===== config.mk =====
export PLATFORM = sky130hd
export DESIGN_NAME = skl_cell
export DESIGN_NICKNAME = d
export VERILOG_FILES = /design/src/assert_macros.svh /design/src/skl_pkg.sv /design/src/skl_cell.sv
export SDC_FILE = /design/constraint.sdc
export NUM_CORES = 1
export LEC_CHECK = 0
export BUFFER_PORTS_ARGS = -buffer_cell sky130_fd_sc_hd__buf_2
export CAP_MARGIN = 20
export CORE_MARGIN = 4
export CORE_UTILIZATION = 30
export DETAILED_ROUTE_END_ITERATION = 10
export HOLD_SLACK_MARGIN = 0.08
export PLACE_DENSITY_LB_ADDON = 0.15
export SLEW_MARGIN = 30
export SYNTH_ARGS = -nofsm -noshare
export SYNTH_HDL_FRONTEND = slang
export SYNTH_SLANG_ARGS = --single-unit

===== constraint.sdc =====
create_clock -name clk -period 4.3 [get_ports clk]
set_input_delay 1.29 -clock clk [delete_from_list [all_inputs] [get_ports clk]]
set_output_delay 1.29 -clock clk [all_outputs]
set_load 0.01 [all_outputs]

===== src/assert_macros.svh =====
// Assertion macros used by sorted_key_list_engine.sv.
// Bodies compile away when SYNTHESIS is defined.
`ifndef ASSERT_MACROS_SVH
`define ASSERT_MACROS_SVH
`ifndef SYNTHESIS
// same-cycle implication
`define ASSERT_IMPL(lbl, clk, rstn, ante, cons, msg) \
	lbl: assert property (@(posedge clk) disable iff (!rstn) (ante) |-> (cons)) \
		else $error(msg);
// next-cycle implication
`define ASSERT_NEXT(lbl, clk, rstn, ante, cons, msg) \
	lbl: assert property (@(posedge clk) disable iff (!rstn) (ante) |=> (cons)) \
		else $error(msg);
`else
`define ASSERT_IMPL(lbl, clk, rstn, ante, cons, msg)
`define ASSERT_NEXT(lbl, clk, rstn, ante, cons, msg)
`endif
`endif


===== src/skl_pkg.sv =====
// Package for the sorted key list engine: operation and status codes,
// the token that walks the cell chain, and controller state type.
// No dependencies.
package skl_pkg;

	localparam int KEY_W = 32;
	localparam int POS_W = 6;
	localparam int CNT_OUT_W = 7;

	localparam logic [2:0] FN_INSERT        = 3'd0;
	localparam logic [2:0] FN_INSERT_UNIQUE = 3'd1;
	localparam logic [2:0] FN_POP           = 3'd2;
	localparam logic [2:0] FN_DELETE        = 3'd3;
	localparam logic [2:0] FN_SEARCH        = 3'd4;
	localparam logic [2:0] FN_CLEAR         = 3'd5;

	localparam logic [2:0] ST_OK        = 3'd0;
	localparam logic [2:0] ST_NOT_FOUND = 3'd1;
	localparam logic [2:0] ST_EMPTY     = 3'd2;
	localparam logic [2:0] ST_FULL      = 3'd3;
	localparam logic [2:0] ST_DUPLICATE = 3'd4;

	typedef enum logic [1:0] {
		TM_SEEK,
		TM_INS,
		TM_DEL,
		TM_DONE
	} tok_mode_t;

	// operation token handed from cell to cell; carries the result with it
	typedef struct packed {
		logic             active;
		tok_mode_t        mode;
		logic [2:0]       func;
		logic [KEY_W-1:0] key;      // search key, or displaced key while inserting
		logic [2:0]       status;
		logic [KEY_W-1:0] key_out;
		logic [POS_W-1:0] pos;
	} tok_t;

	typedef enum logic {
		CS_IDLE,
		CS_BUSY
	} ctrl_state_t;

endpackage


===== src/skl_cell.sv =====
// One cell of the key chain: holds one stored key, acts on the token
// passing through and hands the token to the next cell. Uses skl_pkg.
module skl_cell #(
	parameter int CW = 7,
	parameter logic [CW-1:0] IDX = '0
) (
	input  logic                      clk,
	input  logic                      arst_n,
	input  logic [CW-1:0]             cnt,
	input  logic                      full,
	input  skl_pkg::tok_t             tok_in,
	input  logic [skl_pkg::KEY_W-1:0] key_next,
	output logic [skl_pkg::KEY_W-1:0] key,
	output skl_pkg::tok_t             tok_out
);

	localparam logic [skl_pkg::POS_W-1:0] POS = skl_pkg::POS_W'(IDX);

	logic [skl_pkg::KEY_W-1:0] key_q;
	logic [skl_pkg::KEY_W-1:0] key_d;
	skl_pkg::tok_t             tok_q;
	skl_pkg::tok_t             nt;
	logic                      used;
	logic                      is_ins;

	assign used   = IDX < cnt;
	assign is_ins = (tok_in.func == skl_pkg::FN_INSERT) ||
		(tok_in.func == skl_pkg::FN_INSERT_UNIQUE);

	always_comb begin
		nt    = tok_in;
		key_d = key_q;
		if (tok_in.active) begin
			case (tok_in.mode)
				skl_pkg::TM_SEEK: begin
					if (!used) begin
						// ran past the stored keys
						if (is_ins) begin
							key_d     = tok_in.key;
							nt.status = skl_pkg::ST_OK;
							nt.pos    = POS;
						end else begin
							nt.status = skl_pkg::ST_NOT_FOUND;
						end
						nt.mode = skl_pkg::TM_DONE;
					end else if (tok_in.func == skl_pkg::FN_POP) begin
						nt.key_out = key_q;
						nt.pos     = POS;
						nt.mode    = skl_pkg::TM_DEL;
						key_d      = key_next;
					end else if ($signed(key_q) <= $signed(tok_in.key)) begin
						if ((key_q == tok_in.key) && (tok_in.func != skl_pkg::FN_INSERT)) begin
							nt.key_out = key_q;
							nt.pos     = POS;
							nt.mode    = skl_pkg::TM_DONE;
							if (tok_in.func == skl_pkg::FN_INSERT_UNIQUE) begin
								nt.status = skl_pkg::ST_DUPLICATE;
							end else if (tok_in.func == skl_pkg::FN_DELETE) begin
								nt.mode = skl_pkg::TM_DEL;
								key_d   = key_next;
							end
						end else if (is_ins) begin
							if (full) begin
								nt.status = skl_pkg::ST_FULL;
								nt.mode   = skl_pkg::TM_DONE;
							end else begin
								key_d     = tok_in.key;
								nt.key    = key_q;
								nt.pos    = POS;
								nt.status = skl_pkg::ST_OK;
								nt.mode   = skl_pkg::TM_INS;
							end
						end else begin
							// sorted order: no match further down
							nt.status = skl_pkg::ST_NOT_FOUND;
							nt.mode   = skl_pkg::TM_DONE;
						end
					end
				end
				skl_pkg::TM_INS: begin
					key_d  = tok_in.key;
					nt.key = key_q;
				end
				skl_pkg::TM_DEL: begin
					key_d = key_next;
				end
				default: begin
				end
			endcase
		end
	end

	always_ff @(posedge clk) begin
		key_q <= key_d;
	end

	always_ff @(posedge clk or negedge arst_n) begin
		if (!arst_n) begin
			tok_q <= '0;
		end else begin
			tok_q <= nt;
		end
	end

	assign key     = key_q;
	assign tok_out = tok_q;

endmodule


# Yosys cells after proc, flatten, opt, wreduce, memory -nomap -nowiden
# Cells that the tools add are included.
# totals
latchBits,0
output_inout_bits,111
rom_bits,0
reg_bits,111
wordCells,72
in_bits,121
mem_bits_rw,0
memories,0
# op_classes
n_bitwise,0
div_mod_pow,0
addsub,0
mux,43
n_mul,0
n_eq_ne,12
magnitude_cmp,2
n_shift,0
n_reduce_logical,7
# ops
cell,count
32-bit 2-to-1 mux,15
73-bit 2-to-1 mux,2
32-bit one-hot mux with 3 select lines,1
32-bit one-hot mux with 2 select lines,1
41-bit 2-to-1 mux,1
38-bit 2-to-1 mux,1
35-bit 2-to-1 mux,1
32-bit equality test,1
32-bit less-or-equal comparator,1
6-bit 2-to-1 mux,5
2-bit 2-to-1 mux,10
5-bit != test (second input constant),4
3-bit 2-to-1 mux,3
8-bit AND reduction,1
1-bit by 7-bit < comparator with 1-bit output (first input constant),1
3-bit by 2-bit equality test with 1-bit output (second input constant),2
3-bit nonzero test,2
4-bit != test (second input constant),1
3-bit by 1-bit equality test with 1-bit output (second input constant),1
3-bit logical NOT,1
1-bit 2-to-1 mux,3
3-bit != test (second input constant),1
2-bit by 1-bit equality test with 1-bit output (second input constant),1
2-bit equality test (second input constant),1
other kinds (3),3

# Longest topological paths before layout
# Gate-level depths: netlist of run 1.
# depth
word_depth,9
mapped_depth,12
depth_no_buf,9

# Worst setup path after synthesis of run 1
# Ideal clock, no wire load.
# synth_path
kind,input-to-reg
from,in tok_in[48] (netlist name)
to,reg key_q (netlist bit key[0]) (enable)
slack_ps,202
required_ps,3908
arrival_ps,3705
path_stages,10
path_cell_list,inv_1 -> ha_1 -> a21oi_1 -> o21ai_0 -> a221o_1 -> o31ai_1 -> o311a_1 -> buf_2 -> nor2_1 -> and4b_1
# synth_between
elab_chain_len,4
word_cells_on_any_way,9
# synth_lines
element,line,rtl
from (decl),skl_cell.sv:11,"input skl_pkg::tok_t tok_in,"
"parallel branches: the longest is 3 deep, another holds 32-bit less-or-equal comparator",n/a,
8-bit AND reduction (no source line) *,n/a,
to (signal assigned),skl_cell.sv:94,key_q <= key_d;
to (decl),skl_cell.sv:19,logic [skl_pkg::KEY_W-1:0] key_q;
# Mark *: on every way between the ends.
# A chain may end at the register's enable or synchronous reset.

# Worst setup path in the final report of run 1
# layout_path
from,in tok_in[72] (netlist name)
to,"reg key_q (netlist bit key[29]), data pin"
# layout_between
elab_chain_len,7
# layout_lines
element,line,rtl
32-bit equality test,skl_cell.sv:52,if ((key_q == tok_in.key) && (tok_in.func != skl_pkg::FN_INSERT)) begin
1-bit logical AND,skl_cell.sv:52,
32-bit 2-to-1 mux,skl_cell.sv:52,
32-bit 2-to-1 mux,skl_cell.sv:51,end else if ($signed(key_q) <= $signed(tok_in.key)) begin
32-bit 2-to-1 mux,skl_cell.sv:46,end else if (tok_in.func == skl_pkg::FN_POP) begin
32-bit 2-to-1 mux,skl_cell.sv:36,if (!used) begin
32-bit one-hot mux with 3 select lines,skl_cell.sv:34,case (tok_in.mode)
# No other way between the ends. The select of a mux whose other input is x is not followed.

==> results of run 1 <==
## power by group
part	switching, mW	internal [mW]	total, mW
combinational	0.289	0.235	0.524
sequential	0.0481	1.18	1.23
clock	0.414	0.491	0.905
total	0.751	1.91	2.66
## path summary, 6_finish.rpt
path / from / end / slack (ns) / cells past startpoint
setup / recovery: tok_in[72] / key[29] / 0.51 / 12
hold / removal: key[24] / tok_out[65] / 0.58 / 1
setup reg to reg: key[31] / key[29] / 1.10 / 10
hold reg to reg: key[24] / tok_out[65] / 0.58 / 1
max in group asynchronous: arst_n / tok_out[67] / 2.79 / 1
min in group asynchronous: arst_n / tok_out[13] / 0.99 / 1
## final cells by class
cell class	instances	area share, %
Sequential cell	111	38.3
Multi-Input combinational cell	327	34.2
Timing Repair Buffer	245	17.2
Tap cell	260	4.25
Clock buffer	11	3.30
Inverter	38	1.86
Clock inverter	5	0.833
Antenna cell	2	0.0653
## cells by family (layout without fill, tap and decap cells)
family / Yosys count / in the layout
AO/OA/AOI/OAI: 134 / 134
adder cells (fa/ha/maj): 36 / 36
buffers and inverters: 62 / 299
flip-flops: 111 / 111
multiplexers: 50 / 50
other: 0 / 2
AND/OR/NAND/NOR: 107 / 107
## worst max-delay path: cells and delay by family
kind / cells / cell delay, ns
AO/OA/AOI/OAI: 3 / 0.50
adder cells (fa/ha/maj): 1 / 0.36
multiplexers: 1 / 0.21
buffers and inverters: 4 / 0.70
AND/OR/NAND/NOR: 3 / 0.81
## layout by cell type (no fill, tap or decap), types with 10 or more instances in the layout
master,Yosys,routed
mux2_4,30,30
buf_2,7,230
dfrtp_1,79,79
inv_1,38,38
edfxtp_1,32,32
a21oi_1,17,17
mux2i_1,17,16
nor2_1,14,14
buf_4,2,10
ha_1,36,36
o21ai_0,41,41
a22o_1,49,49
nand2_1,42,42
## per-stage QoR
stage	total power, mW	hold WS (ns)
final	2.66	0.583
after global routing	2.79	0.602
after CTS	2.70	0.587
after detailed placement	1.78	0.567
after global placement	1.77	0.557
after floorplan	1.52	0.587
## flip-flops by register name, summed over array words and instances, names as in the netlist
signal and cells:
key 32, tok_out 79
## routing by layer
metal  up-vias  part of all wire, %
li1       2309                    -
met2       179                   48
met5         -                    0
met3        23                  6.3
met4         0                  2.3
met1      2313                   43
==> results summary, run 1 <==
The shortest clock period the worst path allows after layout is between 3 and 4 ns. The number of DRC violations after detailed-routing iteration 0 came out at about 210. For this run, the top clock speed supported by timing is around 260 MHz. The number of buffers inserted during clock tree synthesis came out at 9. Traced cell by cell, the critical path runs through buf_2 -> inv_1 -> ha_1 -> nand4_2 -> nor4_2 -> nand3_1 -> a21o_1 -> a21oi_4 -> buf_4 -> buf_4 -> mux2i_1 -> o21ai_0. The minimum setup slack after placement is roughly 0.13 ns. The synthesis-to-finish area growth came out at 31.3%.

STA classifies the critical path endpoint as a register. The synthesized netlist devotes 16.1% of its cell area to compound gates. The placed instance area came out at ~0.0073 mm^2.

The worst endpoint data arrival time is 3.87 ns. The multi-input logic area came out at ~0.0026 mm^2. The delay contributed by the slowest stage of the critical path came out at around 0.43 ns. The core region area is roughly 0.019 mm^2.

The count of buffers inserted at the top-level ports came out at 231. The layout net count came out at 889. The flow ran to the end, and the final reports show no timing, DRC or antenna violations. The maximum number of pins on one net before global-route repair is 80. The required time at the endpoint of the critical path is 4.38 ns. The finished layout holds 999 standard cells, fillers aside. The initial core utilization came out at a little under a third. The clock tree from TritonCTS is built. Sequential elements use 50.3% of the synthesized area. The floorplan step defined a die boundary enclosing about 0.022 mm^2.

The total routed wirelength is between 15 and 20 mm. For this run, design rule violations remaining after detail routing come to 0. The initial antenna violation count came out at 1. Of all cell types, the one taking the most synthesized area is dfrtp_1.

Yosys attributes the largest share of cell area to dfrtp_1, edfxtp_1, ha_1, mux2_4, a22o_1. The total power per unit cell area is around 350 mW/mm^2. The cell seen most often among critical-path stages is buf_4.

STA classifies the critical path startpoint as an input port. Summing over every cut layer, the via total after detailed routing is roughly 4,800. Synthesis produced a netlist whose cell count is 500. The final instance area came out at approximately 0.0077 mm^2. The clock reaches the later pin of the worst-skew pair after roughly 0.36 ns.

At the pin with the least slew margin, the transition time is about 0.85 ns. The number of hold-repair buffers added at the cts stage came out at 0. The number of hold violations in the final report is 0. The area fraction in and, or, nand and nor cells after synthesis came out at between 9 and 10%. Counting distinct cell types in the post-synthesis netlist gives 50.

The fraction of the mapped netlist area in adder cells came out at under 10%. By count the netlist is led by dfrtp_1, a22o_1, nand2_1. The sum of net half-perimeters after detailed placement is 13.8 mm. The met3 global-route usage is under 10%.

The number of synthesized register bits came out at 111. The total nets after synthesis is between 600 and 700. Along the worst path, the maximum fanout reaches 10. The maximum clock path buffer count is 2.

In this run, placement finished with an instance count of just under 1,000. The post-detailed-route via-to-cell ratio came out at around 4.8. On the critical path, the stage with the largest delay is an instance of nor4_2.

The multiplexer area fraction after synthesis is 11.2%. The number of global-route vias before repair is between 5,000 and 6,000. Among all flip-flop cells after synthesis, the most frequent one is dfrtp_1. The final setup violation count came out at 0. The path type of the worst min-delay path is register to register. The footprint of the flip-flops and latches came out at between 0.002 and 0.003 mm^2.

The die width came out at between 100 and 150 um. The synthesized cell area is approximately 0.0058 mm^2. The portion of the clock cycle consumed by the worst path in the final layout is between 80% and 90%.

In this run the remaining antenna-violating nets after routing total 0. Setup repair after global routing left no endpoint under its margin. The count of boundary I/O pins is 232. The H-tree generated during clock tree synthesis spans 3 levels.

The clock root buffer master is clkbuf_16. After Yosys synthesis, XOR and XNOR cells account for 0% of the synthesized area. The met2 usage came out at ~28%. VDD sags by at most approximately 0.00018 V.

A synthesized cell averages about 12 um^2. The wire length of the first global-routing pass came out at about 29 mm. The die height came out at between 100 and 150 um. The share of synthesized flip-flops with an asynchronous set or reset is between 70% and 80%. The most repeated cell in the gate-level netlist after synthesis is dfrtp_1. The number of enable-type register cells in the synthesized netlist is 32. The number of detailed-route iterations in the first pass is 5. The count of maximum capacitance violations came out at 0.

The portion of synthesized cell area occupied by the leading cell type came out at between 30% and 40%. For this design the static power due to leakage is approximately 3.7 nW. The number of cell rows came out at 50. The number of gates resized after CTS was 0. By area, the combinational part of the netlist is dominated by compound AO/OA/AOI/OAI gates. The post-CTS setup repair buffer count is 0. The tightest slew margin relative to the limit came out at 43.2%. The post-layout worst setup margin is 0.507 ns. The layout cell share with drive strength beyond 1 came out at between 40 and 50%. The maximum clock skew at final layout came out at around 0.0076 ns. The count of pins over their slew limit came out at 0. The wire length per cell after detailed routing is about 19 um. The register clock-pin slew on the reported worst setup and hold paths came out at around 0.08 ns. The total global routing overflow came out at 0.

The Yosys step of the flow raised 0 warnings. The number of filler instances in the final layout came out at 1,874. The met1 capacity usage during global routing is 21.6%. The total clock sinks is between 100 and 150.

Global routing consumed, over all layers together, ~17% of the routing resources. The most heavily used metal layer in global routing is met2. The post-route core utilization is 40.6%. By startpoint and endpoint, the worst setup path is classified as input port to register.

Routability-driven placement finished with a final weighted congestion of 0.802. The accumulated negative setup slack came out at 0 ns.
Note: power is estimated with default switching activity, not from simulation.
==> run 2, diff against run 1 <==
--- a/config.mk
+++ b/config.mk
@@ -11,6 +11,7 @@
 export CORE_UTILIZATION = 30
 export DETAILED_ROUTE_END_ITERATION = 10
 export HOLD_SLACK_MARGIN = 0.08
+export MAX_ROUTING_LAYER = met4
 export PLACE_DENSITY_LB_ADDON = 0.15
 export SLEW_MARGIN = 30
 export SYNTH_ARGS = -nofsm -noshare
==> results summary, run 2 (synthesis gave the netlist of run 1 again) <==
Result of the run: finished clean (unchanged). The maximum number of pins on one net before global-route repair is 69 (was 80). The total routed wirelength came out at 18.9 mm (was 18.6 mm). Unrepaired setup endpoints after global routing: no (unchanged). The count of maximum capacitance violations came out at 0 (unchanged). The upper clock frequency limit was 262 MHz (was 264 MHz). The required time at the endpoint of the critical path is 4.59 ns (was 4.38 ns). The total global routing overflow is 0 (unchanged). The wire length per cell after detailed routing is 18.9 um (was 18.6 um). The startpoint kind of the worst setup timing path is an input port (unchanged).

The count of buffers inserted at the top-level ports is 231 (unchanged). The count of nets left with antenna violations after detail routing is 0 (unchanged). The total clock sinks is 111 (unchanged).

The synthesis-to-finish area growth is 30.4% (was 31.3%). The initial antenna violation count came out at 1 (unchanged). The path type of the worst setup path is input port to register (unchanged).

The global-route usage over all layers is 17.4% (was 17.0%). The number of buffers inserted during clock tree synthesis is 9 (unchanged). The number of global-route vias before repair came out at 5,044 (was 5,132). The die height came out at 147 um (unchanged). The count of boundary I/O pins is 232 (unchanged).

The accumulated negative setup slack is 0 ns (unchanged). The layout cell share with drive strength beyond 1 is 41.2% (was 41.1%). The portion of the clock cycle consumed by the worst path in the final layout is 88.6% (was 88.2%).

The maximum clock path buffer count came out at 2 (unchanged). The final setup violation count came out at 0 (unchanged). The number of flip-flops under the largest register name is 79 (unchanged). The shortest clock period the worst path allows after layout was 3.81 ns (was 3.79 ns).

The largest voltage drop on the vdd net is 0.000170 V (was 0.000177 V). The path type of the worst min-delay path was register to register (unchanged). The last weighted congestion value of the routability-driven placer came out at 0.825 (was 0.802). The number of DRC violations after detailed-routing iteration 0 is 200 (was 214). The post-detailed-route via-to-cell ratio came to 4.83 (about the same). The critical path capture point type is a register (unchanged). The worst endpoint data arrival time is 4.10 ns (was 3.87 ns).

The largest fanout of any net on the critical path came out at 32 (was 10). The register clock-pin slew on the reported worst setup and hold paths came out at 0.07 ns (was 0.08 ns). The number of detailed-route iterations in the first pass came out at 4 (was 5). The layout net count is 890 (was 889).

Most used cells in the layout excluding fill and tap cells: buf_2, dfrtp_1, a22o_1 (unchanged). The clock tree from TritonCTS is built (unchanged). The clock insertion delay at the later pin of the skew report came to 0.36 ns (about the same). The transition time at the pin with the least slew margin came out at 0.844 ns (was 0.851 ns). The clock root buffer master is clkbuf_16 (unchanged). The initial core utilization came out at 30.9% (unchanged). The number of H-tree levels came out at 3 (unchanged). The number of instances in the placed design came out at 982 (was 981). The post-CTS setup repair buffer count came out at 0 (unchanged).

The die outline area is 0.0217 mm^2 (unchanged). The die width came to 147 um (unchanged). The count of pins over their slew limit is 0 (unchanged).

The register-to-register setup slack came out at 1.06 ns (was 1.10 ns). The remaining design rule violation count came out at 0 (unchanged). The total via count after detailed routing is 4,830 (was 4,824).

The wire length of the first global-routing pass is 28.6 mm (was 28.7 mm). The leakage power is 3.69 nW (was 3.73 nW). The core region area came out at 0.0189 mm^2 (unchanged). The commonest non-fill, non-tap cell in the layout is buf_2 (unchanged). The final cell count without fillers came out at 999 (unchanged).

The total of cells resized after clock tree synthesis came out at 0 (unchanged). The tightest slew margin relative to the limit is 43.7% (was 43.2%). The sum of net half-perimeters after detailed placement was 13.9 mm (was 13.8 mm).

The maximum clock skew at final layout is 0.0114 ns (was 0.00758 ns). The number of hold-repair buffers added at the cts stage came to 0 (unchanged). The number of hold violations in the final report is 0 (unchanged). The total power per unit cell area was 339 mW/mm^2 (was 347 mW/mm^2). The number of cell rows is 50 (unchanged).
-- run 2: power breakdown --
part	switching (mW)	internal [mW]	total, mW
logic	0.290	0.232	0.522
registers	0.0488	1.18	1.23
clock network	0.426	0.399	0.826
-- run 2: critical path, cell delays in order --
cell and delay [ns]:
buf_2 0.10, inv_1 0.04, ha_1 0.30, a21oi_1 0.15
o21ai_0 0.13, a221o_1 0.39, o31ai_1 0.30, o311a_1 0.37
a31o_2 0.76, a22o_1 0.27
-- run 2: cell type report --
type / count / area [um^2]
antenna: 1 / 2.50
clock buffer: 9 / 225
clock inverter: 7 / 57.6
fill: 1908 / 11300
inverter: 38 / 143
multi-input combinational: 327 / 2620
sequential: 111 / 2940
tap: 260 / 325
timing repair buffer: 246 / 1300
-- run 2: final timing paths --
kind                       cells after the start     endpoint  startpoint
hold / removal                                 1  tok_out[59]     key[18]
max in group asynchronous                      2  tok_out[77]      arst_n
hold reg to reg                                1  tok_out[59]     key[18]
setup / recovery                              10  tok_out[62]  tok_in[46]
setup reg to reg                               9       key[2]     key[31]
min in group asynchronous                      1  tok_out[13]      arst_n
-- run 2: per-stage QoR --
| stage | utilization [%] | hold slack, ns | cell area, um^2 | worst slack, ns | total power, mW |
|---|---|---|---|---|---|
| 6_report | 40.3 | 0.580 | 7610 | 0.488 | 2.58 |
| 5_1_grt | 40.3 | 0.609 | 7610 | 0.234 | 2.70 |
| 4_1_cts | 40.2 | 0.580 | 7600 | 0.491 | 2.61 |
| 3_5_place_dp | 38.7 | 0.562 | 7320 | 0.116 | 1.78 |
| 3_3_place_gp | 38.7 | 0.558 | 7310 | 0.0796 | 1.77 |
| 2_1_floorplan | - | 0.587 | 5840 | 0.202 | 1.52 |
-- run 2: per-layer routing --
layer	wire length [um]	GRT usage [%]	vias up
met5	0	-	-
met4	175	4.24	0
met3	1050	3.92	9
met2	9500	29.7	161
met1	8120	21.1	2359
li1	-	-	2301
==> run 3, diff against run 2 <==
--- a/config.mk
+++ b/config.mk
@@ -7,8 +7,9 @@
 export LEC_CHECK = 0
 export BUFFER_PORTS_ARGS = -buffer_cell sky130_fd_sc_hd__buf_2
 export CAP_MARGIN = 20
+export CORE_ASPECT_RATIO = 0.5
 export CORE_MARGIN = 4
-export CORE_UTILIZATION = 30
+export CORE_UTILIZATION = 40
 export DETAILED_ROUTE_END_ITERATION = 10
 export HOLD_SLACK_MARGIN = 0.08
 export MAX_ROUTING_LAYER = met4
==> results summary, run 3 (synthesis gave the netlist of run 1 again) <==
Result of the run: finished clean (unchanged). The launch point of the critical path is tok_in[72] (was tok_in[46]). The initial core utilization is 41.9% (was 30.9%). The wire length per cell after detailed routing came out at 18.2 um (was 18.9 um). The number of detailed-route iterations in the first pass is 5 (was 4). The total of cells resized after clock tree synthesis came to 0 (unchanged). The final instance area came to 0.00758 mm^2 (was 0.00761 mm^2).

The clock root buffer master was clkbuf_16 (unchanged). The tightest slew margin relative to the limit is 42.9% (was 43.7%). The global-route usage over all layers came out at 20.5% (was 17.4%). The count of boundary I/O pins came to 232 (unchanged). The number of hold violations in the final report is 0 (unchanged).

The maximum clock path buffer count is 2 (unchanged). The startpoint kind of the worst setup timing path was an input port (unchanged). The commonest non-fill, non-tap cell in the layout is buf_2 (unchanged).

The die outline area is 0.0167 mm^2 (was 0.0217 mm^2). The largest voltage drop on the vdd net came out at 0.000168 V (was 0.000170 V). The worst endpoint data arrival time is 4.01 ns (was 4.10 ns).

The wire length of the first global-routing pass came to 26.1 mm (was 28.6 mm). The count of pins over their slew limit was 0 (unchanged). The number of DRC violations after detailed-routing iteration 0 came out at 247 (was 200).

The worst flop-to-flop path startpoint is key[7] (was key[31]). The standard cell with the maximum stage delay on the critical path is mux2_2 (was a31o_2). The largest fanout of any net on the critical path is 16 (was 32).

The number of global-route vias before repair is 4,846 (was 5,044). The maximum clock skew at final layout came out at 0.0137 ns (was 0.0114 ns). The placed instance area came out at 0.00727 mm^2 (was 0.00732 mm^2). The number of cell rows came to 30 (was 50). The logic depth of the worst register-to-register path came out at 8 (was 9). The net load switching power came out at 0.730 mW (was 0.765 mW).

The post-CTS setup repair buffer count came out at 0 (unchanged). Unrepaired setup endpoints after global routing: no (unchanged). The total routed wirelength is 16.9 mm (was 18.9 mm). The clock tree from TritonCTS is built (unchanged). The core region area is 0.0139 mm^2 (was 0.0189 mm^2). The number of flip-flops under the largest register name came out at 79 (unchanged). The cell-internal power is 1.88 mW (was 1.81 mW). Most used cells in the layout excluding fill and tap cells: buf_2, dfrtp_1, a22o_1 (unchanged). The critical path capture point type is a register (unchanged). The shortest clock period the worst path allows after layout came out at 3.80 ns (was 3.81 ns). The path type of the worst min-delay path is register to register (unchanged).

The leakage power is 3.73 nW (was 3.69 nW). The post-detailed-route via-to-cell ratio is 5.12 (was 4.83). The delay contributed by the slowest stage of the critical path is 0.45 ns (was 0.76 ns). The number of instances in the placed design came out at 915 (was 982). The die width came to 179 um (was 147 um). The remaining design rule violation count was 0 (unchanged).

The count of nets left with antenna violations after detail routing is 0 (unchanged). The sequential share of power is 47.0% (was 47.7%). The number of filler instances in the final layout is 1,269 (was 1,908).

The total clock sinks is 111 (unchanged). The portion of the clock cycle consumed by the worst path in the final layout is 88.4% (was 88.6%). The final setup violation count came to 0 (unchanged).

The layout net count is 891 (was 890). The end point of the critical path was key[6] (was tok_out[62]). The number of buffers inserted during clock tree synthesis came out at 9 (unchanged).

The sum of net half-perimeters after detailed placement came out at 12.7 mm (was 13.9 mm). The path type of the worst setup path was input port to register (unchanged). The relative contribution of combinational cells to total power was 19.8% (was 20.3%). The count of buffers inserted at the top-level ports is 231 (unchanged). The total global routing overflow is 0 (unchanged). The initial antenna violation count is 2 (was 1). The die height came out at 93.4 um (was 147 um). The total power per unit cell area came to 344 mW/mm^2 (was 339 mW/mm^2). Critical path cell sequence: buf_2 -> inv_1 -> ha_1 -> nand4_2 -> nor4_2 -> nand3_1 -> a21o_1 -> a21oi_4 -> buf_4 -> mux2_2 -> a22o_1 (was buf_2 -> inv_1 -> ha_1 -> a21oi_1 -> o21ai_0 -> a221o_1 -> o31ai_1 -> o311a_1 -> a31o_2 -> a22o_1). The count of maximum capacitance violations was 0 (unchanged).

The register-to-register setup slack came out at 1.10 ns (was 1.06 ns). The required time at the endpoint of the critical path was 4.51 ns (was 4.59 ns). The last weighted congestion value of the routability-driven placer is 0.852 (was 0.825).

The accumulated negative setup slack was 0 ns (unchanged). The register clock-pin slew on the reported worst setup and hold paths is 0.08 ns (was 0.07 ns). The switching power as a share of total power was 28.0% (was 29.7%). The synthesis-to-finish area growth came out at 29.9% (was 30.4%).

The upper clock frequency limit came out at 263 MHz (was 262 MHz). The maximum number of pins on one net before global-route repair came out at 72 (was 69). The number of hold-repair buffers added at the cts stage is 0 (unchanged). The endpoint of the worst-slack reg-to-reg timing path is tok_out[41] (was key[2]). The total via count after detailed routing is 4,777 (was 4,830). The layout cell share with drive strength beyond 1 came out at 41.1% (was 41.2%).

The clock insertion delay at the later pin of the skew report came to 0.35 ns (was 0.36 ns). The number of H-tree levels is 3 (unchanged). The final cell count without fillers came out at 933 (was 999). The transition time at the pin with the least slew margin came out at 0.857 ns (was 0.844 ns). The clock group share of total power came out at 33.2% (was 32.0%).
-- run 3: changes by cell type in the layout (fill, tap and decap cells not counted) --
| cell | delta |
|---|---|
| buf_12 | +2 |
| buf_4 | -1 |
| bufinv_16 | +1 |
| clkbuf_1 | +1 |
| clkinvlp_4 | -4 |
| diode_2 | +1 |
| inv_6 | +2 |
-- run 3: power by group through the flow --
stage | sequential (mW) | clock (mW) | combinational, mW
after floorplan | 1.28 | 0 | 0.234
after global placement | 1.25 | 0 | 0.512
after detailed placement | 1.25 | 0 | 0.521
after CTS | 1.23 | 0.890 | 0.523
after global routing | 1.24 | 0.929 | 0.578
final | 1.23 | 0.864 | 0.516
-- run 3: per-stage QoR --
| stage | power, mW | utilization [%] | setup WS, ns | hold slack (ns) |
|---|---|---|---|---|
| 2_1_floorplan | 1.52 | - | 0.202 | 0.587 |
| 3_3_place_gp | 1.76 | 52.1 | 0.0581 | 0.551 |
| 3_5_place_dp | 1.77 | 52.2 | 0.0678 | 0.559 |
| 4_1_cts | 2.64 | 54.4 | 0.432 | 0.574 |
| 5_1_grt | 2.74 | 54.4 | 0.282 | 0.596 |
| 6_report | 2.61 | 54.4 | 0.499 | 0.570 |
-- run 3: worst min-delay path by stage --
stage	depth (start not counted)	slack, ns	from	endpoint
final	1	0.57	key[1]	tok_out[42]
after global routing	1	0.60	key[29]	tok_out[35]
after CTS	1	0.57	key[1]	tok_out[42]
after detailed placement	1	0.56	key[1]	tok_out[42]
after global placement	1	0.55	key[31]	tok_out[72]
after floorplan	1	0.59	key[0]	tok_out[41]
-- run 3: final cells by class --
cell class	instances	area [um^2]	area share, %
tap	192	240	3.17
inverter	38	143	1.88
clock buffer	10	229	3.02
multi-input combinational	327	2620	34.5
clock inverter	6	75.1	0.990
timing repair buffer	247	1330	17.6
sequential	111	2940	38.8
antenna	2	5.00	0.0660
-- run 3: layer usage --
metal | GRT usage (%) | part of all wire (%)
met5 | - | 0
met4 | 3.89 | 0.53
met3 | 4.77 | 7.3
met2 | 31.3 | 45
met1 | 28.2 | 47
-- run 3: worst max-delay path: cells and delay by family --
| kind | cells | cell delay [ns] |
|---|---|---|
| buf+inv | 3 | 0.41 |
| fa+ha+maj | 1 | 0.38 |
| mux | 1 | 0.45 |
| simple gates | 3 | 0.83 |
| compound gates | 3 | 0.64 |
